### src/rtl/core/spp_pkg.sv
// ----------------------------------------------------------------------------
// spp_pkg
// Shared types and constants of the stepper ramp segment planner.
// ----------------------------------------------------------------------------
`default_nettype none
package spp_pkg;

    localparam int PROFILE_MAX = 8;
    localparam int MAG_W       = 21;
    localparam int FACTOR_W    = 9;
    localparam int CFG16_W     = 16;
    localparam int PLEN_W      = 4;
    localparam int WORD_W      = 64;
    localparam int SEG_W       = 25;   // steps_per_segment * factor
    localparam int P1_W        = 37;   // mag * steps_per_rev
    localparam int PROD_W      = 46;   // mag * steps_per_rev * factor + 180
    localparam int TOTAL_W     = 38;
    localparam int MID_W       = 40;
    localparam int RAMP_W      = 30;
    localparam int DVS_W       = 27;
    localparam int REM_W       = 26;
    localparam int CNT_W       = 6;
    localparam int IDX_W       = 3;
    localparam int STEPS_W     = 38;
    localparam int PERIOD_W    = 20;
    localparam int PPROD_W     = 32;
    localparam int CFG_IDX_W   = 3;

    // divide by 360, one 12-bit digit at a time
    localparam int CNUM_W      = 48;   // dividend padded to whole digits
    localparam int CDIG_W      = 12;
    localparam int CT_W        = 21;   // remainder and digit window
    localparam int CPROD_W     = 45;
    localparam int CREM_W      = 9;

    localparam logic [8:0]        DEG_FULL  = 9'd360;
    localparam logic [7:0]        DEG_HALF  = 8'd180;
    localparam logic [PPROD_W:0]  ROUND_Q12 = 33'd2048;
    // ceil(2^32 / 360); exact quotient for any window below 2^21
    localparam logic [23:0]       RECIP_360 = 24'd11930465;

    typedef enum logic [CFG_IDX_W-1:0] {
        CFG_STEPS_PER_REV  = 3'd0,
        CFG_STEPS_PER_SEG  = 3'd1,
        CFG_BASE_PERIOD    = 3'd2,
        CFG_PROFILE_LEN    = 3'd3,
        CFG_PROFILE_LOW    = 3'd4,
        CFG_PROFILE_HIGH   = 3'd5
    } t_cfg_idx;

    typedef enum logic [3:0] {
        S_IDLE,
        S_MUL1,
        S_MUL2,
        S_DIVT_GO,
        S_DIVT_WAIT,
        S_MID,
        S_DECIDE,
        S_DIVC_GO,
        S_DIVC_WAIT,
        S_CUT,
        S_PMUL,
        S_PUT
    } t_state;

    typedef enum logic [1:0] {
        PH_UP,
        PH_CRUISE,
        PH_DOWN
    } t_phase;

    typedef struct packed {
        logic             load_in;
        logic             mul1;
        logic             mul2;
        logic             div_go;
        logic             div_sel_cut;
        logic             take_total;
        logic             calc_mid;
        logic             take_cut;
        logic             cut_len;
        logic             pmul;
        logic             load_out;
        logic             out_cruise;
        logic             out_last;
        logic [IDX_W-1:0] idx;
    } t_cmd;

    typedef struct packed {
        logic        div_busy;
        logic        mid_neg;
        logic        mid_pos;
        logic [3:0]  cut;
        logic        out_free;
    } t_sts;

endpackage
`default_nettype wire

### src/rtl/core/spp_ctrl.sv
// ----------------------------------------------------------------------------
// spp_ctrl
// Sequencer: arithmetic steps of a move, then the walk over the segments.
// ----------------------------------------------------------------------------
`default_nettype none
module spp_ctrl (
    input  wire logic           i_clk,
    input  wire logic           i_rst_n,
    input  wire logic           i_accept,
    input  spp_pkg::t_sts       i_sts,
    output logic                o_idle,
    output spp_pkg::t_cmd       o_cmd
);

    spp_pkg::t_state r_state, n_state;
    spp_pkg::t_phase r_phase, n_phase;
    logic [spp_pkg::IDX_W-1:0] r_idx, n_idx;
    logic [spp_pkg::IDX_W-1:0] w_top;

    assign w_top = spp_pkg::IDX_W'(i_sts.cut - 4'd1);

    always_ff @(posedge i_clk) begin
        if (!i_rst_n) begin
            r_state <= spp_pkg::S_IDLE;
            r_phase <= spp_pkg::PH_UP;
            r_idx   <= '0;
        end else begin
            r_state <= n_state;
            r_phase <= n_phase;
            r_idx   <= n_idx;
        end
    end

    // next state
    always_comb begin
        n_state = r_state;
        n_phase = r_phase;
        n_idx   = r_idx;
        case (r_state)
            spp_pkg::S_IDLE:      if (i_accept) n_state = spp_pkg::S_MUL1;
            spp_pkg::S_MUL1:      n_state = spp_pkg::S_MUL2;
            spp_pkg::S_MUL2:      n_state = spp_pkg::S_DIVT_GO;
            spp_pkg::S_DIVT_GO:   n_state = spp_pkg::S_DIVT_WAIT;
            spp_pkg::S_DIVT_WAIT: if (!i_sts.div_busy) n_state = spp_pkg::S_MID;
            spp_pkg::S_MID:       n_state = spp_pkg::S_DECIDE;
            spp_pkg::S_DECIDE: begin
                n_phase = spp_pkg::PH_UP;
                n_idx   = '0;
                n_state = i_sts.mid_neg ? spp_pkg::S_DIVC_GO : spp_pkg::S_PMUL;
            end
            spp_pkg::S_DIVC_GO:   n_state = spp_pkg::S_DIVC_WAIT;
            spp_pkg::S_DIVC_WAIT: if (!i_sts.div_busy) n_state = spp_pkg::S_CUT;
            spp_pkg::S_CUT:       n_state = spp_pkg::S_PMUL;
            spp_pkg::S_PMUL: begin
                // empty plan when the cut comes out zero
                if (i_sts.cut == 4'd0) n_state = spp_pkg::S_IDLE;
                else                   n_state = spp_pkg::S_PUT;
            end
            spp_pkg::S_PUT: begin
                if (i_sts.out_free) begin
                    n_state = spp_pkg::S_PMUL;
                    case (r_phase)
                        spp_pkg::PH_UP: begin
                            if (r_idx == w_top)
                                n_phase = i_sts.mid_pos ? spp_pkg::PH_CRUISE
                                                        : spp_pkg::PH_DOWN;
                            else
                                n_idx = r_idx + 1'b1;
                        end
                        spp_pkg::PH_CRUISE: n_phase = spp_pkg::PH_DOWN;
                        default: begin
                            if (r_idx == '0) n_state = spp_pkg::S_IDLE;
                            else             n_idx = r_idx - 1'b1;
                        end
                    endcase
                end
            end
            default: n_state = spp_pkg::S_IDLE;
        endcase
    end

    // outputs
    always_comb begin
        o_cmd             = '0;
        o_cmd.idx         = r_idx;
        o_cmd.load_in     = (r_state == spp_pkg::S_IDLE) && i_accept;
        o_cmd.mul1        = (r_state == spp_pkg::S_MUL1);
        o_cmd.mul2        = (r_state == spp_pkg::S_MUL2);
        o_cmd.div_go      = (r_state == spp_pkg::S_DIVT_GO) ||
                            (r_state == spp_pkg::S_DIVC_GO);
        o_cmd.div_sel_cut = (r_state == spp_pkg::S_DIVC_GO);
        o_cmd.take_total  = (r_state == spp_pkg::S_DIVT_WAIT) && !i_sts.div_busy;
        o_cmd.calc_mid    = (r_state == spp_pkg::S_MID);
        o_cmd.cut_len     = (r_state == spp_pkg::S_DECIDE) && !i_sts.mid_neg;
        o_cmd.take_cut    = (r_state == spp_pkg::S_CUT);
        o_cmd.pmul        = (r_state == spp_pkg::S_PMUL);
        o_cmd.load_out    = (r_state == spp_pkg::S_PUT) && i_sts.out_free;
        o_cmd.out_cruise  = (r_phase == spp_pkg::PH_CRUISE);
        o_cmd.out_last    = (r_phase == spp_pkg::PH_DOWN) && (r_idx == '0);
    end

    assign o_idle = (r_state == spp_pkg::S_IDLE);

    a_load_when_free: assert property (@(posedge i_clk) disable iff (!i_rst_n)
        o_cmd.load_out |-> i_sts.out_free)
        else $error("segment loaded over a pending beat");

    a_idx_in_cut: assert property (@(posedge i_clk) disable iff (!i_rst_n)
        (r_state == spp_pkg::S_PUT) |-> ({1'b0, r_idx} < i_sts.cut))
        else $error("segment index beyond cut");

    a_idle_div: assert property (@(posedge i_clk) disable iff (!i_rst_n)
        (r_state == spp_pkg::S_IDLE) |-> !i_sts.div_busy)
        else $error("divider running while idle");

    a_last_ends: assert property (@(posedge i_clk) disable iff (!i_rst_n)
        (o_cmd.load_out && o_cmd.out_last) |=> (r_state == spp_pkg::S_IDLE))
        else $error("plan continued after last segment");

endmodule
`default_nettype wire

### src/rtl/core/spp_dp.sv
// ----------------------------------------------------------------------------
// spp_dp
// Datapath: config registers, multipliers, dividers, output register.
// ----------------------------------------------------------------------------
`default_nettype none
module spp_dp (
    input  wire logic                          i_clk,
    input  wire logic                          i_rst_n,
    input  wire logic                          i_cfg_we,
    input  wire logic [spp_pkg::CFG_IDX_W-1:0] i_cfg_idx,
    input  wire logic [spp_pkg::WORD_W-1:0]    i_cfg_data,
    input  wire logic [spp_pkg::MAG_W-1:0]     i_move_degrees,
    input  wire logic [spp_pkg::FACTOR_W-1:0]  i_factor,
    input  spp_pkg::t_cmd                      i_cmd,
    output spp_pkg::t_sts                      o_sts,
    input  wire logic                          i_m_tready,
    output logic                               o_m_tvalid,
    output logic [spp_pkg::STEPS_W-1:0]        o_steps,
    output logic [spp_pkg::PERIOD_W-1:0]       o_period,
    output logic                               o_last
);

    logic [spp_pkg::CFG16_W-1:0] r_spr, r_sps, r_base;
    logic [spp_pkg::PLEN_W-1:0]  r_plen;
    logic [spp_pkg::WORD_W-1:0]  r_plo, r_phi;

    always_ff @(posedge i_clk) begin
        if (!i_rst_n) begin
            r_spr  <= 16'd200;
            r_sps  <= 16'd10;
            r_base <= 16'd1000;
            r_plen <= 4'd1;
            r_plo  <= 64'd4096;
            r_phi  <= '0;
        end else if (i_cfg_we) begin
            case (i_cfg_idx)
                spp_pkg::CFG_STEPS_PER_REV: r_spr  <= i_cfg_data[15:0];
                spp_pkg::CFG_STEPS_PER_SEG: r_sps  <= i_cfg_data[15:0];
                spp_pkg::CFG_BASE_PERIOD:   r_base <= i_cfg_data[15:0];
                spp_pkg::CFG_PROFILE_LEN:   r_plen <= i_cfg_data[3:0];
                spp_pkg::CFG_PROFILE_LOW:   r_plo  <= i_cfg_data;
                spp_pkg::CFG_PROFILE_HIGH:  r_phi  <= i_cfg_data;
                default: ;
            endcase
        end
    end

    logic [3:0] w_len;
    always_comb begin
        if (r_plen == 4'd0)                   w_len = 4'd1;
        else if (r_plen > 4'(spp_pkg::PROFILE_MAX)) w_len = 4'(spp_pkg::PROFILE_MAX);
        else                                  w_len = r_plen;
    end

    logic [spp_pkg::MAG_W-1:0]    r_mag;
    logic                         r_dir_neg;
    logic [spp_pkg::FACTOR_W-1:0] r_factor;
    logic [spp_pkg::P1_W-1:0]     r_p1;
    logic [spp_pkg::SEG_W-1:0]    r_seg;
    logic [spp_pkg::PROD_W-1:0]   r_prod;
    logic [spp_pkg::TOTAL_W-1:0]  r_total;
    logic signed [spp_pkg::MID_W-1:0] r_mid;
    logic [3:0]                   r_cut;
    logic [spp_pkg::PPROD_W-1:0]  r_pprod;
    logic [spp_pkg::RAMP_W-1:0]   w_ramp;

    assign w_ramp = spp_pkg::RAMP_W'({r_seg, 1'b0} * w_len);

    // divide by 360: per digit, reciprocal multiply, then the remainder
    logic [spp_pkg::CNUM_W-1:0]  r_cnum;
    logic [spp_pkg::CNUM_W-1:0]  r_cquo;
    logic [spp_pkg::CREM_W-1:0]  r_crem;
    logic [spp_pkg::CDIG_W-1:0]  r_cq;
    logic [1:0]                  r_ccnt;
    logic                        r_cph;
    logic                        r_cbusy;
    logic [spp_pkg::CT_W-1:0]    w_ct;
    logic [spp_pkg::CPROD_W-1:0] w_cprod;
    logic [spp_pkg::CT_W-1:0]    w_cdiff;
    logic                        w_cgo;

    assign w_cgo   = i_cmd.div_go && !i_cmd.div_sel_cut;
    assign w_ct    = {r_crem, r_cnum[spp_pkg::CNUM_W-1 -: spp_pkg::CDIG_W]};
    assign w_cprod = {24'd0, w_ct} * {21'd0, spp_pkg::RECIP_360};
    assign w_cdiff = w_ct - ({9'd0, r_cq} * {12'd0, spp_pkg::DEG_FULL});

    always_ff @(posedge i_clk) begin
        if (!i_rst_n) begin
            r_cbusy <= 1'b0;
            r_cph   <= 1'b0;
            r_ccnt  <= '0;
        end else if (w_cgo) begin
            r_cbusy <= 1'b1;
            r_cph   <= 1'b0;
            r_ccnt  <= '0;
        end else if (r_cbusy) begin
            r_cph <= !r_cph;
            if (r_cph) begin
                r_ccnt <= r_ccnt + 1'b1;
                if (r_ccnt == 2'd3) r_cbusy <= 1'b0;
            end
        end
    end

    always_ff @(posedge i_clk) begin
        if (w_cgo) begin
            r_cnum <= spp_pkg::CNUM_W'(r_prod) + spp_pkg::CNUM_W'(spp_pkg::DEG_HALF);
            r_crem <= '0;
        end else if (r_cbusy) begin
            if (!r_cph) begin
                r_cq <= w_cprod[32 +: spp_pkg::CDIG_W];
            end else begin
                r_crem <= w_cdiff[spp_pkg::CREM_W-1:0];
                r_cquo <= {r_cquo[spp_pkg::CNUM_W-spp_pkg::CDIG_W-1:0], r_cq};
                r_cnum <= {r_cnum[spp_pkg::CNUM_W-spp_pkg::CDIG_W-1:0],
                           {spp_pkg::CDIG_W{1'b0}}};
            end
        end
    end

    // restoring divider for the ramp cut, one quotient bit per cycle
    logic [spp_pkg::PROD_W-1:0] r_quo;
    logic [spp_pkg::REM_W-1:0]  r_rem;
    logic [spp_pkg::DVS_W-1:0]  r_dvs;
    logic [spp_pkg::CNT_W-1:0]  r_cnt;
    logic                       r_busy;
    logic [spp_pkg::DVS_W-1:0]  w_trial;
    logic                       w_ge;
    logic                       w_sgo;

    assign w_sgo   = i_cmd.div_go && i_cmd.div_sel_cut;
    assign w_trial = {r_rem, r_quo[spp_pkg::PROD_W-1]};
    assign w_ge    = (w_trial >= r_dvs);

    always_ff @(posedge i_clk) begin
        if (!i_rst_n) begin
            r_busy <= 1'b0;
            r_cnt  <= '0;
        end else if (w_sgo) begin
            r_busy <= 1'b1;
            r_cnt  <= spp_pkg::CNT_W'(spp_pkg::PROD_W);
        end else if (r_busy) begin
            r_cnt  <= r_cnt - 1'b1;
            if (r_cnt == spp_pkg::CNT_W'(1)) r_busy <= 1'b0;
        end
    end

    always_ff @(posedge i_clk) begin
        if (w_sgo) begin
            r_rem <= '0;
            r_quo <= spp_pkg::PROD_W'({1'b0, r_total} + {14'd0, r_seg});
            r_dvs <= {1'b0, r_seg, 1'b0};
        end else if (r_busy) begin
            r_rem <= w_ge ? spp_pkg::REM_W'(w_trial - r_dvs) : w_trial[spp_pkg::REM_W-1:0];
            r_quo <= {r_quo[spp_pkg::PROD_W-2:0], w_ge};
        end
    end

    logic [15:0] w_mult;
    always_comb begin
        case (i_cmd.idx)
            3'd0:    w_mult = r_plo[15:0];
            3'd1:    w_mult = r_plo[31:16];
            3'd2:    w_mult = r_plo[47:32];
            3'd3:    w_mult = r_plo[63:48];
            3'd4:    w_mult = r_phi[15:0];
            3'd5:    w_mult = r_phi[31:16];
            3'd6:    w_mult = r_phi[47:32];
            default: w_mult = r_phi[63:48];
        endcase
    end

    always_ff @(posedge i_clk) begin
        if (i_cmd.load_in) begin
            r_mag     <= i_move_degrees[spp_pkg::MAG_W-1]
                         ? spp_pkg::MAG_W'(-i_move_degrees) : i_move_degrees;
            r_dir_neg <= i_move_degrees[spp_pkg::MAG_W-1] || (i_move_degrees == '0);
            r_factor  <= i_factor;
        end
        if (i_cmd.mul1) begin
            r_p1  <= spp_pkg::P1_W'(r_mag * r_spr);
            r_seg <= spp_pkg::SEG_W'(r_sps * r_factor);
        end
        if (i_cmd.mul2)       r_prod  <= spp_pkg::PROD_W'(r_p1 * r_factor);
        if (i_cmd.take_total) r_total <= r_cquo[spp_pkg::TOTAL_W-1:0];
        if (i_cmd.calc_mid)
            r_mid <= $signed({2'b00, r_total}) - $signed({10'd0, w_ramp});
        if (i_cmd.cut_len)    r_cut <= w_len;
        if (i_cmd.take_cut)
            r_cut <= (r_quo > spp_pkg::PROD_W'(w_len)) ? w_len : r_quo[3:0];
        if (i_cmd.pmul)       r_pprod <= spp_pkg::PPROD_W'(r_base * w_mult);
    end

    // output beat register
    logic [spp_pkg::STEPS_W-1:0]  w_smag;
    logic [spp_pkg::PPROD_W:0]    w_pround;
    assign w_smag   = i_cmd.out_cruise ? r_mid[spp_pkg::STEPS_W-1:0]
                                       : spp_pkg::STEPS_W'(r_seg);
    assign w_pround = {1'b0, r_pprod} + spp_pkg::ROUND_Q12;

    logic r_valid;
    always_ff @(posedge i_clk) begin
        if (!i_rst_n)            r_valid <= 1'b0;
        else if (i_cmd.load_out) r_valid <= 1'b1;
        else if (i_m_tready)     r_valid <= 1'b0;
    end

    always_ff @(posedge i_clk) begin
        if (i_cmd.load_out) begin
            o_steps  <= r_dir_neg ? spp_pkg::STEPS_W'(-w_smag) : w_smag;
            o_period <= w_pround[12 +: spp_pkg::PERIOD_W];
            o_last   <= i_cmd.out_last;
        end
    end

    assign o_m_tvalid     = r_valid;
    assign o_sts.div_busy = r_busy || r_cbusy;
    assign o_sts.mid_neg  = r_mid[spp_pkg::MID_W-1];
    assign o_sts.mid_pos  = !r_mid[spp_pkg::MID_W-1] && (r_mid != '0);
    assign o_sts.cut      = r_cut;
    assign o_sts.out_free = !r_valid || i_m_tready;

endmodule
`default_nettype wire

### src/rtl/core/stepper_ramp_segment_planner.sv
// ----------------------------------------------------------------------------
// stepper_ramp_segment_planner
// Turns a move command into a trapezoidal run of (steps, period) segments.
// ----------------------------------------------------------------------------
// Slave stream: one beat per move. tdata holds move_degrees (signed, 21 bit)
// then microstep_factor (9 bit). tready is high only while no move is in work.
// Master stream: one beat per segment, tlast on the final one of a plan; a
// cut of zero gives no beat at all.
// From the accepting edge to the first valid segment a move runs through two
// multiplies, the divide by 360 in four 12-bit digits, mid and decide, then
// period multiply and beat load; a cut ramp adds the serial cut divide
// between decide and period multiply. Each further segment takes a period
// multiply and a beat load. A move gives at most 17 segments, or 16 with a
// cut ramp; the slave side is freed once the last one is loaded. The serial
// cut divider and the segment walk set the pace.
// A stalled receiver holds the segment walk: the next segment waits in the
// datapath until the output register is free. The output register lets the
// next beat load in the same cycle the current one is taken.
// Reset (synchronous, active low) restores the register defaults, drops any
// move in work and clears the output valid. The user must make config writes
// only while idle; the block itself does not enforce this.
// ----------------------------------------------------------------------------
`default_nettype none
module stepper_ramp_segment_planner (
    input  wire logic        i_clk,
    input  wire logic        i_rst_n,
    input  wire logic        i_cfg_we,
    input  wire logic [2:0]  i_cfg_idx,
    input  wire logic [63:0] i_cfg_data,
    input  wire logic        i_s_tvalid,
    output logic             o_s_tready,
    input  wire logic [31:0] i_s_tdata,   // [20:0] move_degrees, [29:21] microstep_factor
    output logic             o_m_tvalid,
    input  wire logic        i_m_tready,
    output logic [63:0]      o_m_tdata,   // [37:0] segment_steps, [57:38] segment_period_us
    output logic             o_m_tlast
);

    spp_pkg::t_cmd w_cmd;
    spp_pkg::t_sts w_sts;
    logic          w_idle;
    logic          w_accept;
    logic [spp_pkg::STEPS_W-1:0]  w_steps;
    logic [spp_pkg::PERIOD_W-1:0] w_period;

    assign o_s_tready = w_idle;
    assign w_accept   = i_s_tvalid && w_idle;

    spp_ctrl u_ctrl (
        .i_clk    (i_clk),
        .i_rst_n  (i_rst_n),
        .i_accept (w_accept),
        .i_sts    (w_sts),
        .o_idle   (w_idle),
        .o_cmd    (w_cmd)
    );

    spp_dp u_dp (
        .i_clk          (i_clk),
        .i_rst_n        (i_rst_n),
        .i_cfg_we       (i_cfg_we),
        .i_cfg_idx      (i_cfg_idx),
        .i_cfg_data     (i_cfg_data),
        .i_move_degrees (i_s_tdata[20:0]),
        .i_factor       (i_s_tdata[29:21]),
        .i_cmd          (w_cmd),
        .o_sts          (w_sts),
        .i_m_tready     (i_m_tready),
        .o_m_tvalid     (o_m_tvalid),
        .o_steps        (w_steps),
        .o_period       (w_period),
        .o_last         (o_m_tlast)
    );

    assign o_m_tdata = {6'd0, w_period, w_steps};

endmodule
`default_nettype wire

### config.mk
export PLATFORM = sky130hd
export DESIGN_NAME = stepper_ramp_segment_planner
export DESIGN_NICKNAME = d
export VERILOG_FILES = /design/src/rtl/core/spp_pkg.sv /design/src/rtl/core/spp_ctrl.sv /design/src/rtl/core/spp_dp.sv /design/src/rtl/core/stepper_ramp_segment_planner.sv
export SDC_FILE = /design/constraint.sdc
export NUM_CORES = 2
export LEC_CHECK = 0
export BUFFER_PORTS_ARGS = -buffer_cell sky130_fd_sc_hd__clkbuf_2
export CORE_ASPECT_RATIO = 1.5
export CORE_MARGIN = 2
export CORE_UTILIZATION = 40
export DETAILED_ROUTE_END_ITERATION = 10
export HOLD_SLACK_MARGIN = 0.15
export PLACE_DENSITY = 0.62
export SYNTH_ARGS = -nofsm -noshare
export SYNTH_HDL_FRONTEND = slang
export SYNTH_SLANG_ARGS = --single-unit
### constraint.sdc
create_clock -name i_clk -period 11.9 [get_ports i_clk]
set_input_delay 2.38 -clock i_clk [delete_from_list [all_inputs] [get_ports i_clk]]
set_output_delay 2.38 -clock i_clk [all_outputs]
set_load 0.05 [all_outputs]
==> impl_metrics.ini <==
[timing]
hold_viol = 0
finClkSkew_ps = 58.5
drv_slew = 0
max_freq_ghz = 0.107
min_period_over_period_pct = 78.6
setup_viol = 0
maxSlewHeadroom_pct = 16.4
fin_tns_setup_ps = 0
fin_crit_ps = 9360
rsz0062_at_grt = false
tightest_slew_ps = 1250
hold_ws_ps = 403

[clock_tree]
root_buffer = clkbuf_16
clock-sinks = 705
path_clk_slew_ps = 60
numCtsBuffers = 80
cts_setup_buffers = 0
clockBufferDepth = 3
cts_hold_repair.buffers = 0
htreeDepth = 3
clock_latency_ps = 750
cts_tree = built
cts_resized = 0

[die]
coreArea_um2 = 186000
fp.dieArea_um2 = 191000
row_count = 194
io_pins = 171
die_x_um = 357
die_h_um = 534
start_util_pct = 40.2

[power]
pwr_density_cell_nw_per_um2 = 240
p_leak_nw = 36.5
ir_drop_v = 0.000689
total_power_mw = 19.3

[final_layout]
area_delta_synth_final_pct = 7.72
drive_gt1_share_pct = 5.12
nets = 9558
layout_commonest_cell = nand2_1
post-route-cell-area_um2 = 80600
stdcell_count = 10400
layout_common_cells = 1294 x nand2_1, 1189 x inv_1, 974 x fa_1
n_fill_cell = 18000

[worst_hold_path]
hp-class = reg2reg

[logic_synthesis]
ys_seq_area_share_pct = 25.1
ys_ff_latch = 705
syn_area_um2 = 74800
synth.area.top_cells = fa_1 26%, edfxtp_1 19%, ha_1 11%, nand2_1 6.5%, dfxtp_1 6.3%
synth_cell_types = 87
ys.warnings.count = 0
ys_async_sr_fraction_pct = 0
synth_area_per_cell_um2 = 9.50
yosys.area.top_type = fa_1
synth_cells = 7875
synth_edf_count = 469
synth-main-ff-cell = edfxtp_1
yosysTopAreaCellShare_pct = 26.1

[place]
gp_congestion = 0.888
portBuffers = 162
dp.cells = 10200
dpl_cell_area_um2 = 77900
dp_hpwl_um = 145000

[route]
drc = 0
num_vias = 53800
vias_per_cell = 5.19
wl_per_cell_um = 17.9
routed_wl_um = 186000
ant_nets = 0
first_pass_iters = 8
drtIter0Drc = 2972

[worst_setup_path]
worst_path_max_delay_cell = a21oi_1
max_stage_delay_ps = 1130
arrival_ps = 9800
cpMostUsedCell = fa_1
cp-end-kind = register
critPathKind = reg2reg
start_kind = register
worstPathMaxFanout = 31
cp_data_required_time_ps = 12340
critPathBufInv = 6
cpLargestDelayFamily = adder cells

[global_routing]
grt_pass1_wl_um = 299000
grt_use_total_pct = 19.7
grt-ovfl-total = 0
antenna_found_initial = 18
grt_max_degree = 127
grt_pass1_vias = 56800

[flow_run]
drv_cap = 0

[run_status]
outcome = completed
## sequential cells by signal, summed over array words and instances (netlist names), 6 cells and up
signal,flops
u_dp.r_mid,39
u_dp.r_dvs,25
u_dp.r_mag,21
u_dp.r_quo,46
u_dp.o_steps,38
u_dp.r_p1,37
u_dp.r_cq,12
u_dp.r_prod,46
u_dp.r_spr,16
u_dp.r_phi,64
u_dp.r_rem,26
u_dp.r_plo,64
u_dp.r_crem,9
u_dp.r_cnt,6
u_dp.r_factor,9
u_dp.r_base,16
u_dp.r_total,38
u_dp.o_period,20
u_dp.r_cnum,48
u_dp.r_pprod,21
u_dp.r_cquo,38
u_dp.r_seg,25
u_dp.r_sps,16
## routing by layer
metal / track usage, % / share of wire (%) / up-vias
met5: 0 / 0.031 / -
met4: 8.08 / 4.2 / 10
met3: 2.94 / 4.3 / 391
met2: 36.1 / 53 / 1131
met1: 22.7 / 39 / 27000
li1: - / - / 25300
## stage by stage
step	setup WS (ps)	utilization, %
after detailed placement	2570	41.9
after floorplan	3440	-
after global placement	2650	41.9
final	2540	43.3
after CTS	2530	43.3
after global routing	1880	43.3
## area by class of cell
cell class	instances	area [um2]	area share, %
tap	2450	3070	3.80
sequential	705	18800	23.3
timing repair buffer	221	1260	1.56
inverter	1192	4470	5.55
multi-input combinational	5645	50300	62.5
antenna	10	25.0	0.0311
clock buffer	102	2150	2.67
clock inverter	44	469	0.582
## power by group
part           total, mW  leakage (nW)  internal (mW)  switching [mW]
registers           3.81          6.18           3.46           0.352
logic               13.0          29.1           5.55            7.46
clock network       2.48          1.26           1.39            1.10
total               19.3          36.5           10.4            8.91
## final timing paths
path,cells past startpoint,from,endpoint,slack (ps)
worst min-delay path,0,u_dp.r_cq[9],u_dp.r_cquo[9],400
worst min register to register,0,u_dp.r_cq[9],u_dp.r_cquo[9],400
worst max register to register,27,u_ctrl.r_idx[0],u_dp.r_pprod[26],2540
worst max-delay path,27,u_ctrl.r_idx[0],u_dp.r_pprod[26],2540
## cell usage after synthesis, types with 29 or more instances
library cell and instances:
a211oi_1 34, a21boi_0 174, a21o_1 114, a21oi_1 273, and2_1 530, and3_1 43, buf_1 30, clkbuf_1 299
dfxtp_1 236, edfxtp_1 469, fa_1 974, ha_1 635, inv_1 1190, mux2i_1 46, nand2_1 1297, nand2b_1 44
nand3_1 97, nand4_1 30, nor2_1 229, nor2b_1 61, nor3_1 66, o211ai_1 29, o21a_1 40, o21ai_0 234
o21bai_1 32, xnor2_1 219, xor2_1 143
## logic make-up (layout without fill, tap and decap cells)
| group | Yosys count | in the layout | synth area share [%] |
|---|---|---|---|
| adders and majority gates | 1609 | 1609 | 36.7 |
| AOI/OAI and AO/OA | 1114 | 1114 | 9.73 |
| other | 1 | 16 | 0.00501 |
| muxes | 62 | 62 | 0.857 |
| and+or+nand+nor | 2492 | 2492 | 15.6 |
| DFF | 705 | 705 | 25.1 |
| xor gates and xnor gates | 362 | 362 | 4.24 |
| buffers and inverters | 1530 | 1559 | 7.72 |
(Power assumes the default switching activity.)
